==> src/design/round_robin_delay_scheduler_defines.svh <==
// Assertion macros used by the round-robin delay scheduler top level.
`ifndef ROUND_ROBIN_DELAY_SCHEDULER_DEFINES_SVH
`define ROUND_ROBIN_DELAY_SCHEDULER_DEFINES_SVH

`ifndef SYNTHESIS
// Antecedent implies consequent in the same cycle.
`define RRDS_ASSERT_NOW(label, clk, rst, ante, cons) \
  label: assert property (@(posedge clk) disable iff (rst) (ante) |-> (cons)) \
    else $error("scheduler check failed");
// Antecedent implies consequent in the following cycle.
`define RRDS_ASSERT_NEXT(label, clk, rst, ante, cons) \
  label: assert property (@(posedge clk) disable iff (rst) (ante) |=> (cons)) \
    else $error("scheduler check failed");
`else
`define RRDS_ASSERT_NOW(label, clk, rst, ante, cons)
`define RRDS_ASSERT_NEXT(label, clk, rst, ante, cons)
`endif

`endif

==> src/design/rrds_pkg.sv <==
// Package with types and constants of the round-robin delay scheduler.
package rrds_pkg;

  localparam int TASK_COUNT_DEF = 8;

  // Command kinds.
  localparam logic KIND_TICK  = 1'b0;
  localparam logic KIND_DELAY = 1'b1;

  typedef struct packed {
    logic        kind;
    logic [15:0] delay_ticks;
  } cmd_t;

  typedef struct packed {
    logic [2:0]  running_task;
    logic        idle;
    logic [15:0] tick_count;
  } rsp_t;

  // Controls that move the ring of skip counters.
  typedef struct packed {
    logic shift;
    logic write;
  } ring_ctl_t;

  typedef enum logic {
    ST_IDLE,
    ST_WALK
  } state_t;

endpackage

==> src/design/round_robin_delay_scheduler.sv <==
// Top level of the round-robin task scheduler with per-task tick delays.
//
// Usage: a command beat (cmd.kind, cmd.delay_ticks) is taken at a rising
// edge with start high and busy low. A delay command loads the running
// task's skip counter (dropped while the idle task runs); a tick command
// advances the tick count and walks the task ring to the next ready task.
// Every command gives one result beat on rsp, marked by done for exactly
// one cycle; the receiver cannot stall, so rsp must be taken when done is
// high.
// A delay command answers in the cycle after it is taken and leaves
// busy low, so commands may follow back to back. A tick command rotates the
// ring of skip-counter cells by one position a cycle, holding busy high;
// it passes each delayed task it meets, at most TASK_COUNT of them, before
// it answers with the next ready task, or reports idle when all were passed.
// The ring rotation through the cell chain sets how long a tick takes.
// Reset clears all skip counters, the tick count and the idle flag and
// points the ring at the last task; the first command may follow at once.
`include "round_robin_delay_scheduler_defines.svh"

module round_robin_delay_scheduler #(
  parameter int TASK_COUNT = rrds_pkg::TASK_COUNT_DEF
) (
  input  logic           clk,
  input  logic           rst,
  input  logic           start,
  input  rrds_pkg::cmd_t cmd,
  output logic           busy,
  output logic           done,
  output rrds_pkg::rsp_t rsp
);

  rrds_pkg::ring_ctl_t ring_ctl;
  rrds_pkg::ring_ctl_t cell_ctl [TASK_COUNT];
  logic [15:0]         cell_value [TASK_COUNT];
  logic [15:0]         head_dec;
  logic                head_nonzero;
  logic                take_tick;
  logic                take_delay;

  // The head cell always holds the counter of the task at the ring position.
  assign head_nonzero = (cell_value[0] != 16'd0);
  assign head_dec     = head_nonzero ? cell_value[0] - 16'd1 : 16'd0;

  // Command beats taken in this cycle, by kind.
  assign take_tick  = start && !busy && (cmd.kind == rrds_pkg::KIND_TICK);
  assign take_delay = start && !busy && (cmd.kind == rrds_pkg::KIND_DELAY);

  rrds_ctrl #(
    .TASK_COUNT(TASK_COUNT)
  ) u_ctrl (
    .clk         (clk),
    .rst         (rst),
    .start       (start),
    .cmd         (cmd),
    .head_nonzero(head_nonzero),
    .busy        (busy),
    .ring_ctl    (ring_ctl),
    .done        (done),
    .rsp         (rsp)
  );

  // Chain of cells; the head counter, counted down, wraps round to the tail.
  for (genvar i = 0; i < TASK_COUNT; i++) begin : g_cell
    logic [15:0] shift_in;
    if (i == TASK_COUNT - 1) begin : g_tail
      assign shift_in = head_dec;
    end else begin : g_mid
      assign shift_in = cell_value[i+1];
    end
    if (i == 0) begin : g_head
      assign cell_ctl[i] = ring_ctl;
    end else begin : g_body
      assign cell_ctl[i] = '{shift: ring_ctl.shift, write: 1'b0};
    end
    rrds_cell u_cell (
      .clk       (clk),
      .rst       (rst),
      .ctl       (cell_ctl[i]),
      .write_data(cmd.delay_ticks),
      .shift_in  (shift_in),
      .value     (cell_value[i])
    );
  end

  // A result beat only comes out when the sequencer is free again.
  `RRDS_ASSERT_NOW(a_done_not_busy, clk, rst, done, !busy)
  // A taken tick keeps the block busy in the next cycle with no result yet.
  `RRDS_ASSERT_NEXT(a_tick_walks, clk, rst, take_tick, busy && !done)
  // A taken delay answers in the next cycle.
  `RRDS_ASSERT_NEXT(a_delay_answers, clk, rst, take_delay, done)
  // The ring never shifts and loads in the same cycle.
  `RRDS_ASSERT_NOW(a_ring_ctl_excl, clk, rst, ring_ctl.write, !ring_ctl.shift && !busy)

endmodule

==> src/design/rrds_cell.sv <==
// One ring cell holding a task skip counter.
module rrds_cell (
  input  logic                clk,
  input  logic                rst,
  input  rrds_pkg::ring_ctl_t ctl,
  input  logic [15:0]         write_data,
  input  logic [15:0]         shift_in,
  output logic [15:0]         value
);

  // A write loads the running task's counter; a shift takes the neighbor's value.
  always_ff @(posedge clk) begin
    if (rst) begin
      value <= 16'd0;
    end else if (ctl.write) begin
      value <= write_data;
    end else if (ctl.shift) begin
      value <= shift_in;
    end
  end

endmodule

==> src/design/rrds_ctrl.sv <==
// Sequencer of the scheduler: command handling, ring walk and result beat.
module rrds_ctrl #(
  parameter int TASK_COUNT = rrds_pkg::TASK_COUNT_DEF
) (
  input  logic                clk,
  input  logic                rst,
  input  logic                start,
  input  rrds_pkg::cmd_t      cmd,
  input  logic                head_nonzero,
  output logic                busy,
  output rrds_pkg::ring_ctl_t ring_ctl,
  output logic                done,
  output rrds_pkg::rsp_t      rsp
);

  localparam int IDX_W  = $clog2(TASK_COUNT);
  localparam int PASS_W = $clog2(TASK_COUNT + 1);
  localparam logic [IDX_W-1:0]  LAST_IDX  = IDX_W'(TASK_COUNT - 1);
  localparam logic [PASS_W-1:0] ALL_PASS  = PASS_W'(TASK_COUNT);

  rrds_pkg::state_t state, state_next;
  logic [IDX_W-1:0]  idx, idx_next;
  logic [PASS_W-1:0] passed, passed_next;
  logic              idle_running, idle_running_next;
  logic [15:0]       ticks, ticks_next;
  logic              done_next;
  rrds_pkg::rsp_t    rsp_next;
  logic [IDX_W-1:0]  idx_step;
  logic [IDX_W+2:0]  idx_ext;

  // Next ring position and the low three bits reported as the running task.
  assign idx_step = (idx == LAST_IDX) ? '0 : idx + 1'b1;
  assign idx_ext  = {3'b000, idx};
  assign busy     = (state != rrds_pkg::ST_IDLE);

  // State register and result beat.
  always_ff @(posedge clk) begin
    if (rst) begin
      state        <= rrds_pkg::ST_IDLE;
      idx          <= LAST_IDX;
      idle_running <= 1'b0;
      ticks        <= 16'd0;
      done         <= 1'b0;
    end else begin
      state        <= state_next;
      idx          <= idx_next;
      idle_running <= idle_running_next;
      ticks        <= ticks_next;
      done         <= done_next;
    end
  end

  always_ff @(posedge clk) begin
    passed <= passed_next;
    rsp    <= rsp_next;
  end

  // Next state: a delay finishes at once, a tick rotates the ring until a
  // ready task reaches the head or every task has been passed once.
  always_comb begin
    state_next        = state;
    idx_next          = idx;
    passed_next       = passed;
    idle_running_next = idle_running;
    ticks_next        = ticks;
    done_next         = 1'b0;
    rsp_next          = rsp;
    ring_ctl          = '{shift: 1'b0, write: 1'b0};
    unique case (state)
      rrds_pkg::ST_IDLE: begin
        if (start) begin
          if (cmd.kind == rrds_pkg::KIND_DELAY) begin
            ring_ctl.write = !idle_running;
            done_next      = 1'b1;
            rsp_next       = '{running_task: idx_ext[2:0], idle: idle_running,
                               tick_count: ticks};
          end else begin
            ring_ctl.shift = 1'b1;
            ticks_next     = ticks + 16'd1;
            idx_next       = idx_step;
            passed_next    = '0;
            state_next     = rrds_pkg::ST_WALK;
          end
        end
      end
      rrds_pkg::ST_WALK: begin
        if (head_nonzero && (passed != ALL_PASS)) begin
          ring_ctl.shift = 1'b1;
          idx_next       = idx_step;
          passed_next    = passed + 1'b1;
        end else begin
          idle_running_next = (passed == ALL_PASS);
          done_next         = 1'b1;
          rsp_next          = '{running_task: idx_ext[2:0], idle: (passed == ALL_PASS),
                                tick_count: ticks};
          state_next        = rrds_pkg::ST_IDLE;
        end
      end
      default: begin
        state_next = rrds_pkg::ST_IDLE;
      end
    endcase
  end

endmodule
==> config.mk <==
export PLATFORM = sky130hd
export DESIGN_NAME = round_robin_delay_scheduler
export DESIGN_NICKNAME = d
export VERILOG_FILES = /design/src/design/rrds_pkg.sv /design/src/design/round_robin_delay_scheduler.sv /design/src/design/rrds_cell.sv /design/src/design/rrds_ctrl.sv
export VERILOG_INCLUDE_DIRS = /design/src /design/src/design
export SDC_FILE = /design/constraint.sdc
export NUM_CORES = 1
export LEC_CHECK = 0
export BUFFER_PORTS_ARGS = -buffer_cell sky130_fd_sc_hd__buf_2
export CORE_ASPECT_RATIO = 1.2
export CORE_UTILIZATION = 65
export DETAILED_ROUTE_END_ITERATION = 16
export GPL_ROUTABILITY_DRIVEN = 0
export PLACE_DENSITY = 0.84
export SLEW_MARGIN = 20
export SYNTH_ARGS = -nofsm -noshare
export SYNTH_HDL_FRONTEND = slang
export SYNTH_HIERARCHICAL = 1
export SYNTH_SLANG_ARGS = --single-unit
==> constraint.sdc <==
create_clock -name clk -period 4.71 [get_ports clk]
set_clock_uncertainty 0.2 [all_clocks]
set_input_delay 0.2355 -clock clk [delete_from_list [all_inputs] [get_ports clk]]
set_output_delay 0.2355 -clock clk [all_outputs]
set_load 0.02 [all_outputs]
==> results.md, run 1 <==
- Seq/Total Area, Yosys: 0.4278
- Via count: 5985
- RSZ-0062 raised after global routing: false
- CTS max path bufs: 2
- Synth top area cells: dfxtp_1 34%, mux2i_1 15%, a211oi_2 11%
- Area occupied by multi-input gates: 4656 um2
- Cells after Synth: 784
- Pre-Repair DR Iteration Count: 5
- Finish-stage setup viols: 0
- CTS Hold Bufs: 6
- Max IR drop VDD: 293.5 uV
- Synth async-reset ratio: 0
- Initial Utilization: 0.6781
- WS Path Type: register to register
- Synth Warn #: 6
- Number of global-route vias before repair: 6014
- Fin crit period: 3.861 ns
- Nets: 879
- DRT met1 WL: 8.070 mm
- IO buf count: 41
- Worst-Skew Late Latency: 0.43 ns
- WP data required: 4.82 ns
- Fin Hold WS: 0.01684 ns
- Fin crit share: 0.8198
- Status: complete, no violations
- CTS buffer count: 17
- Total placed cells including tap cells: 991
- Startpoint types: register
- Critical path's slowest cell: o21ai_1
- Row cnt: 45
- MaxCap Viol Count: 0
- Crit. End Element: register
- GRT Util Overall: 0.2864
- Final wirelength: 18.54 mm
- CTS clk-pin slew, worst paths: 0.06 ns
- Met2 WL post-DR: 9.303 mm
- Clock Sinks: 174
- Area leader, netlist: dfxtp_1
- Max Clock Freq: 259.0 MHz
- H-tree levels: 4
- Via-per-instance ratio: 5.816
- Leading cell type in the layout, fill and taps excluded: dfxtp_1
- Initial antenna violation count: 0
- Initial drt markers: 325
- Number of synthesized register bits: 174
- Fin Setup TNS: 0 ns
- Util after Layout: 0.7441
- Post-synth EDFFs: 24
- Antenna diodes: 0
- Highest metal used: met4
- DIE AREA: 13860 um2
- Setup WS post-layout: 0.8489 ns
- Crit Path Max Fanout: 69
- Cells resized by post-CTS repair: 0
- Worst Tran Pin Value: 1.079 ns
- Syn_area_per_cell: 11.10 um2
- Root buf cell: clkbuf_16
- Crit path cell chain: inv_1 -> ha_1 -> nor4b_1 -> and4_1 -> nand2_1 -> and2_1 -> o21ai_1 -> inv_6 -> buf_12 -> mux2i_1 -> a211oi_1
- Netlist cell types: 53
- CP arrival: 3.97 ns
- Mapped cell area: 8705 um2
- Hold WC Path Type: primary input to register
- Share of cells above drive strength 1: 0.1919
- CTS tree: built
- Most frequent cells in the layout: 150 x dfxtp_1, 132 x mux2i_1, 130 x nor2b_1
- WL/cell: 18.01 um
- Remaining antenna violation count: 0
- FF/Latch Area: 3724 um2
- Bufs and invs on worst path: 3
- Most used flip-flop cell after synthesis: dfxtp_1
- Post-synth top area share: 0.3450
- Finished Layout Cells: 1029
- I/O pin count: 42
- Met3 Wirelength: 582 um
- Fill count: 906
- Die H: 128.8 um
- GRT overflow: 0
- Fin. Hold Viols: 0
- Worst slack, placed: 0.9377 ns
- Relative slew slack: 0.2805
- Pwr Density: 392.0 nW/um2
- Die Wd: 107.6 um
- Area grow syn2layout: 9.731%
- Post-DP HPWL: 11.81 mm
- DRC: 0
- Post-CTS Setup Bufs: 0
- First-pass GRT wire length: 30.45 mm
- Final slew viol count: 0
- Crit path largest cell delay: 0.52 ns
- Area of the core: 12840 um2
- Leak Pwr: 3.560 nW
- Largest net degree at the start of global routing: 120
- Top delay family on crit path: simple AND/OR/NAND/NOR gates
[cells by family after synthesis]
group           synth area share
simple gates              0.1542
compound gates            0.1754
xor+xnor                 0.01409
mux                       0.1570
flops                     0.4278
other cells            0.0004308
fa+ha+maj                0.01006
buf+inv                  0.06109
[cells in the mapped netlist (3+ instances only)]
| cell type | n |
|---|---|
| a211oi_1 | 48 |
| a211oi_2 | 80 |
| a21oi_1 | 7 |
| and2_1 | 5 |
| buf_1 | 8 |
| buf_12 | 8 |
| buf_2 | 11 |
| buf_4 | 9 |
| buf_6 | 9 |
| clkbuf_1 | 10 |
| dfxtp_1 | 150 |
| edfxtp_1 | 24 |
| ha_1 | 7 |
| inv_1 | 20 |
| mux2_2 | 4 |
| mux2i_1 | 132 |
| nand2_1 | 14 |
| nand3_1 | 5 |
| nand3b_1 | 3 |
| nand4_1 | 7 |
| nor2_1 | 24 |
| nor2b_1 | 130 |
| nor3_1 | 9 |
| nor4_1 | 3 |
| o21ai_0 | 6 |
| o31ai_1 | 4 |
| or4_1 | 5 |
| xnor2_1 | 4 |
| xor2_1 | 10 |
[worst register-to-register path, delay by kind of cell (launching register included)]
family,cells,cell delay [ns]
AOI/OAI and AO/OA,2,0.86
adders and majority gates,1,0.16
buffers and inverters,3,0.87
DFF,1,0.34
muxes,1,0.19
and+or+nand+nor,4,1.11
[flip-flops by register name, indices dropped and copies added, names as in the netlist]
register / cells
g_cell.u_cell/value: 128
u_ctrl/busy: 1
u_ctrl/done: 1
u_ctrl/idle_running: 1
u_ctrl/idx: 3
u_ctrl/passed: 4
u_ctrl/rsp: 20
u_ctrl/ticks: 16
[metal layers]
metal / GRT usage / vias to the layer above
met5: 0 / -
met1: 0.3527 / 2912
li1: - / 2913
met3: 0.05420 / 44
met2: 0.4823 / 116
met4: 0.1354 / 0
[power by group]
part           internal (mW)  leakage (nW)  switching [mW]
Clock                  0.825         0.275           0.569
Sequential              1.62          1.47          0.0767
Combinational          0.279          1.82           0.371
Total                   2.73          3.56            1.02
[through the flow]
stage               instance area, um2  power [mW]
global route                      9552       3.889
floorplan                         8911       2.279
CTS                               9552       3.734
global placement                  8911       2.315
detailed placement                8911       2.348
finish                            9552       3.744
[path summary, 6_finish.rpt]
| path | startpoint | endpoint | slack [ns] | cells after the start |
|---|---|---|---|---|
| worst min-delay path | cmd[4] | g_cell[0].u_cell/value[4] | 0.02 | 3 |
| worst max register to register | g_cell[0].u_cell/value[0] | g_cell[0].u_cell/value[2] | 0.85 | 11 |
| worst max-delay path | g_cell[0].u_cell/value[0] | g_cell[0].u_cell/value[2] | 0.85 | 11 |
| worst min register to register | u_ctrl/ticks[15] | u_ctrl/rsp[15] | 0.27 | 0 |
[final cells by class]
| cell class | instances | share of cell area |
|---|---|---|
| Clock buffer | 19 | 0.04532 |
| Multi-Input combinational cell | 589 | 0.4874 |
| Timing Repair Buffer | 50 | 0.03209 |
| Clock inverter | 13 | 0.01546 |
| Inverter | 20 | 0.008384 |
| Tap cell | 164 | 0.02148 |
| Sequential cell | 174 | 0.3898 |
Power figures use the tool's default switching activity.
==> inputs of run 2 (changes only) <==
--- a/config.mk
+++ b/config.mk
@@ -6,12 +6,13 @@
 export SDC_FILE = /design/constraint.sdc
 export NUM_CORES = 1
 export LEC_CHECK = 0
+export ABC_AREA = 1
 export BUFFER_PORTS_ARGS = -buffer_cell sky130_fd_sc_hd__buf_2
 export CORE_ASPECT_RATIO = 1.2
-export CORE_UTILIZATION = 65
+export CORE_UTILIZATION = 56
 export DETAILED_ROUTE_END_ITERATION = 16
 export GPL_ROUTABILITY_DRIVEN = 0
-export PLACE_DENSITY = 0.84
+export PLACE_DENSITY = 0.77
 export SLEW_MARGIN = 20
 export SYNTH_ARGS = -nofsm -noshare
 export SYNTH_HDL_FRONTEND = slang
==> constraint.sdc (replaced) <==
create_clock -name clk -period 3.53 [get_ports clk]
set_clock_uncertainty 0.2 [all_clocks]
set_input_delay 0.1765 -clock clk [delete_from_list [all_inputs] [get_ports clk]]
set_output_delay 0.1765 -clock clk [all_outputs]
set_load 0.02 [all_outputs]
==> results.md, run 2 <==
- CTS clk-pin slew, worst paths: 0.06 ns (about the same)
- GRT Util Overall: 0.2799 (was 0.2864)
- GR met3 Demand/Resource: 0.04854 (was 0.05420)
- Crit. End Element: register (unchanged)
- Reg-to-reg startpoint: g_cell[0].u_cell/value[0] (unchanged)
- Cells resized by post-CTS repair: 0 (unchanged)
- Top flop regs: g_cell.u_cell/value: 128 flops, u_ctrl/rsp: 20 flops, u_ctrl/ticks: 16 flops (unchanged)
- Leading cell type in the layout, fill and taps excluded: nand2_1 (was dfxtp_1)
- Max reg flops: 128 (unchanged)
- Post-synth top area share: 0.3331 (was 0.3450)
- Startpoint types: register (unchanged)
- Synth Warn #: 6 (unchanged)
- Max IR drop VDD: 337.2 uV (was 293.5 uV)
- GRT overflow: 0 (unchanged)
- DIE AREA: 16610 um2 (was 13860 um2)
- Post-CTS Setup Bufs: 0 (unchanged)
- Largest Register: g_cell.u_cell/value (unchanged)
- Initial Utilization: 0.5763 (was 0.6781)
- Final slew viol count: 0 (unchanged)
- I/O pin count: 42 (unchanged)
- Via count: 7948 (was 5985)
- Number of global-route vias before repair: 7195 (was 6014)
- Reg2reg end: g_cell[2].u_cell/value[13] (was g_cell[0].u_cell/value[2])
- Finish-stage setup viols: 0 (unchanged)
- Area grow syn2layout: 7.898% (was 9.731%)
- MaxCap Viol Count: 0 (unchanged)
- Largest net degree at the start of global routing: 49 (was 120)
- Max Clock Freq: 366.4 MHz (was 259.0 MHz)
- Synth top cells by count: 456 x nand2_1, 272 x nand3_1, 175 x inv_1, 150 x dfxtp_1, 54 x nor2_1 (was 150 x dfxtp_1, 132 x mux2i_1, 130 x nor2b_1, 80 x a211oi_2, 48 x a211oi_1)
- Post-synth EDFFs: 24 (unchanged)
- RSZ-0062 raised after global routing: false (unchanged)
- Root buf cell: clkbuf_16 (unchanged)
- Final wirelength: 22.31 mm (was 18.54 mm)
- Die H: 141.0 um (was 128.8 um)
- Critical path's slowest cell: inv_4 (was o21ai_1)
- CTS tree: built (unchanged)
- Leak Pwr: 5.232 nW (was 3.560 nW)
- Most frequent cells in the layout: 456 x nand2_1, 272 x nand3_1, 174 x inv_1 (was 150 x dfxtp_1, 132 x mux2i_1, 130 x nor2b_1)
- CTS buffer count: 17 (unchanged)
- Setup WS post-layout: 0.8004 ns (was 0.8489 ns)
- Crit Path Max Fanout: 48 (was 69)
- Via-per-instance ratio: 5.202 (was 5.816)
- Hold Crit Depth: 5 (was 3)
- Initial drt markers: 813 (was 325)
- Seq/Total Area, Yosys: 0.4131 (was 0.4278)
- Share of cells above drive strength 1: 0.09545 (was 0.1919)
- Fill count: 1456 (was 906)
- H-tree levels: 4 (unchanged)
- First-pass GRT wire length: 36.54 mm (was 30.45 mm)
- Worst Tran Pin Value: 0.7007 ns (was 1.079 ns)
- Fin crit share: 0.7733 (was 0.8198)
- Netlist cell types: 31 (was 53)
- Fin crit period: 2.730 ns (was 3.861 ns)
- Reg2Reg Depth: 14 (was 11)
- Fin Hold WS: 0.02969 ns (was 0.01684 ns)
- Area leader, netlist: dfxtp_1 (unchanged)
- Clock Sinks: 174 (unchanged)
- Worst hold path startpoint: cmd[15] (was cmd[4])
- WP data required: 3.66 ns (was 4.82 ns)
- Count leader, synth: nand2_1 (was dfxtp_1)
- Cells after Synth: 1290 (was 784)
- Pre-Repair DR Iteration Count: 5 (unchanged)
- Number of synthesized register bits: 174 (unchanged)
- Reg2reg setup slack: 0.80 ns (was 0.85 ns)
- Most used flip-flop cell after synthesis: dfxtp_1 (unchanged)
- Fin Setup TNS: 0 ns (unchanged)
- Endpoint of the worst hold path: g_cell[0].u_cell/value[15] (was g_cell[0].u_cell/value[4])
- CTS Hold Bufs: 4 (was 6)
- DRC: 0 (unchanged)
- Area of the core: 15640 um2 (was 12840 um2)
- Met1 Usage GRT: 0.3562 (was 0.3527)
- CTS max path bufs: 2 (unchanged)
- Synth async-reset ratio: 0 (unchanged)
- Post-DP HPWL: 14.90 mm (was 11.81 mm)
- Pwr Density: 518.1 nW/um2 (was 392.0 nW/um2)
- Crit path largest cell delay: 0.57 ns (was 0.52 ns)
- Fin. Hold Viols: 0 (unchanged)
- WL/cell: 14.60 um (was 18.01 um)
- Synth top area cells: dfxtp_1 33%, nand2_1 19%, nand3_1 15% (was dfxtp_1 34%, mux2i_1 15%, a211oi_2 11%)
- Remaining antenna violation count: 0 (unchanged)
- CP arrival: 2.85 ns (was 3.97 ns)
- IO buf count: 41 (unchanged)
- GR Util met2: 0.4641 (was 0.4823)
- Worst slack, placed: 0.8355 ns (was 0.9377 ns)
- Row cnt: 50 (was 45)
- WS Path Type: register to register (unchanged)
- Most Used Layer, Global Route: met2 (unchanged)
- Initial antenna violation count: 0 (unchanged)
- Hold WC Path Type: primary input to register (unchanged)
- Die Wd: 117.8 um (was 107.6 um)
- Worst-Skew Late Latency: 0.43 ns (about the same)
- Mapped cell area: 9014 um2 (was 8705 um2)
- Crit path cell chain: inv_1 -> ha_1 -> nand2_1 -> nor2_1 -> nand3b_1 -> or2_1 -> nand3_2 -> inv_4 -> buf_12 -> nor2_8 -> nand2_1 -> nand3_1 -> nand2_1 -> inv_1 (was inv_1 -> ha_1 -> nor4b_1 -> and4_1 -> nand2_1 -> and2_1 -> o21ai_1 -> inv_6 -> buf_12 -> mux2i_1 -> a211oi_1)
- Antenna diodes: 0 (unchanged)
- Nets: 1334 (was 879)
- Most used cell, CP: nand2_1
- Status: complete, no violations (unchanged)
- Relative slew slack: 0.5328 (was 0.2805)
- Syn_area_per_cell: 6.987 um2 (was 11.10 um2)
run 2: cell types whose count changed after synthesis, moves of 12 or more:
cell,previous run,this run
a211oi_2,80,0
nand2_1,14,456
nand3_1,5,272
buf_6,9,26
mux2i_1,132,0
inv_1,20,175
nor2_8,0,12
nor2_1,24,54
a211oi_1,48,0
nor2b_1,130,0
run 2: critical path, delay by kind of cell (launching register included):
| family | cells | cell delay, ns |
|---|---|---|
| fa+ha+maj | 1 | 0.23 |
| buf+inv | 4 | 1.01 |
| flops | 1 | 0.35 |
| simple gates | 9 | 0.79 |
run 2: layout make-up:
| class | instances | area [um2] | area share |
|---|---|---|---|
| Multi-Input combinational cell | 877 | 4118 | 0.4234 |
| Timing Repair Buffer | 52 | 322.8 | 0.03319 |
| Tap cell | 208 | 260.3 | 0.02676 |
| Clock buffer | 19 | 432.9 | 0.04451 |
| Sequential cell | 174 | 3724 | 0.3829 |
| Clock inverter | 13 | 171.4 | 0.01763 |
| Inverter | 185 | 696.9 | 0.07166 |
run 2: report_power, final:
part / internal (mW) / total [mW] / switching (mW)
Sequential: 2.14 / 2.24 / 0.0916
Clock: 1.17 / 1.95 / 0.774
Combinational: 0.276 / 0.855 / 0.580
run 2: cell families after synthesis:
group | count (synthesis) | synth area share
xor+xnor | 8 | 0.007774
flops | 174 | 0.4131
simple gates | 834 | 0.4239
other cells | 1 | 0.0004160
buf+inv | 245 | 0.1331
fa+ha+maj | 7 | 0.009716
compound gates | 21 | 0.01194
run 2: how the worst max path moves through the flow:
stage                               from                          to  cells past startpoint
6_report       g_cell[0].u_cell/value[0]  g_cell[2].u_cell/value[13]                     14
5_1_grt        g_cell[0].u_cell/value[0]   g_cell[5].u_cell/value[3]                     14
4_1_cts        g_cell[0].u_cell/value[0]  g_cell[2].u_cell/value[13]                     14
3_3_place_gp   g_cell[0].u_cell/value[0]   g_cell[2].u_cell/value[3]                     14
3_5_place_dp   g_cell[0].u_cell/value[0]  g_cell[5].u_cell/value[15]                     14
2_1_floorplan  g_cell[0].u_cell/value[0]               u_ctrl/rsp[0]                      7
run 2: per-stage QoR:
stage | power (mW) | area, um2 | utilization | std cells
floorplan | 2.955 | 9036 | - | 1296
global placement | 3.089 | 9081 | 0.5806 | 1492
detailed placement | 3.105 | 9081 | 0.5806 | 1492
CTS | 5.047 | 9726 | 0.6218 | 1528
global route | 5.261 | 9726 | 0.6218 | 1528
finish | 5.039 | 9726 | 0.6218 | 1528
run 2: per-layer routing:
metal / wire [um] / vias up
li1: - / 4052
met1: 9612 / 3586
met2: 10660 / 262
met3: 1287 / 48
met4: 745 / 0
met5: 0 / -
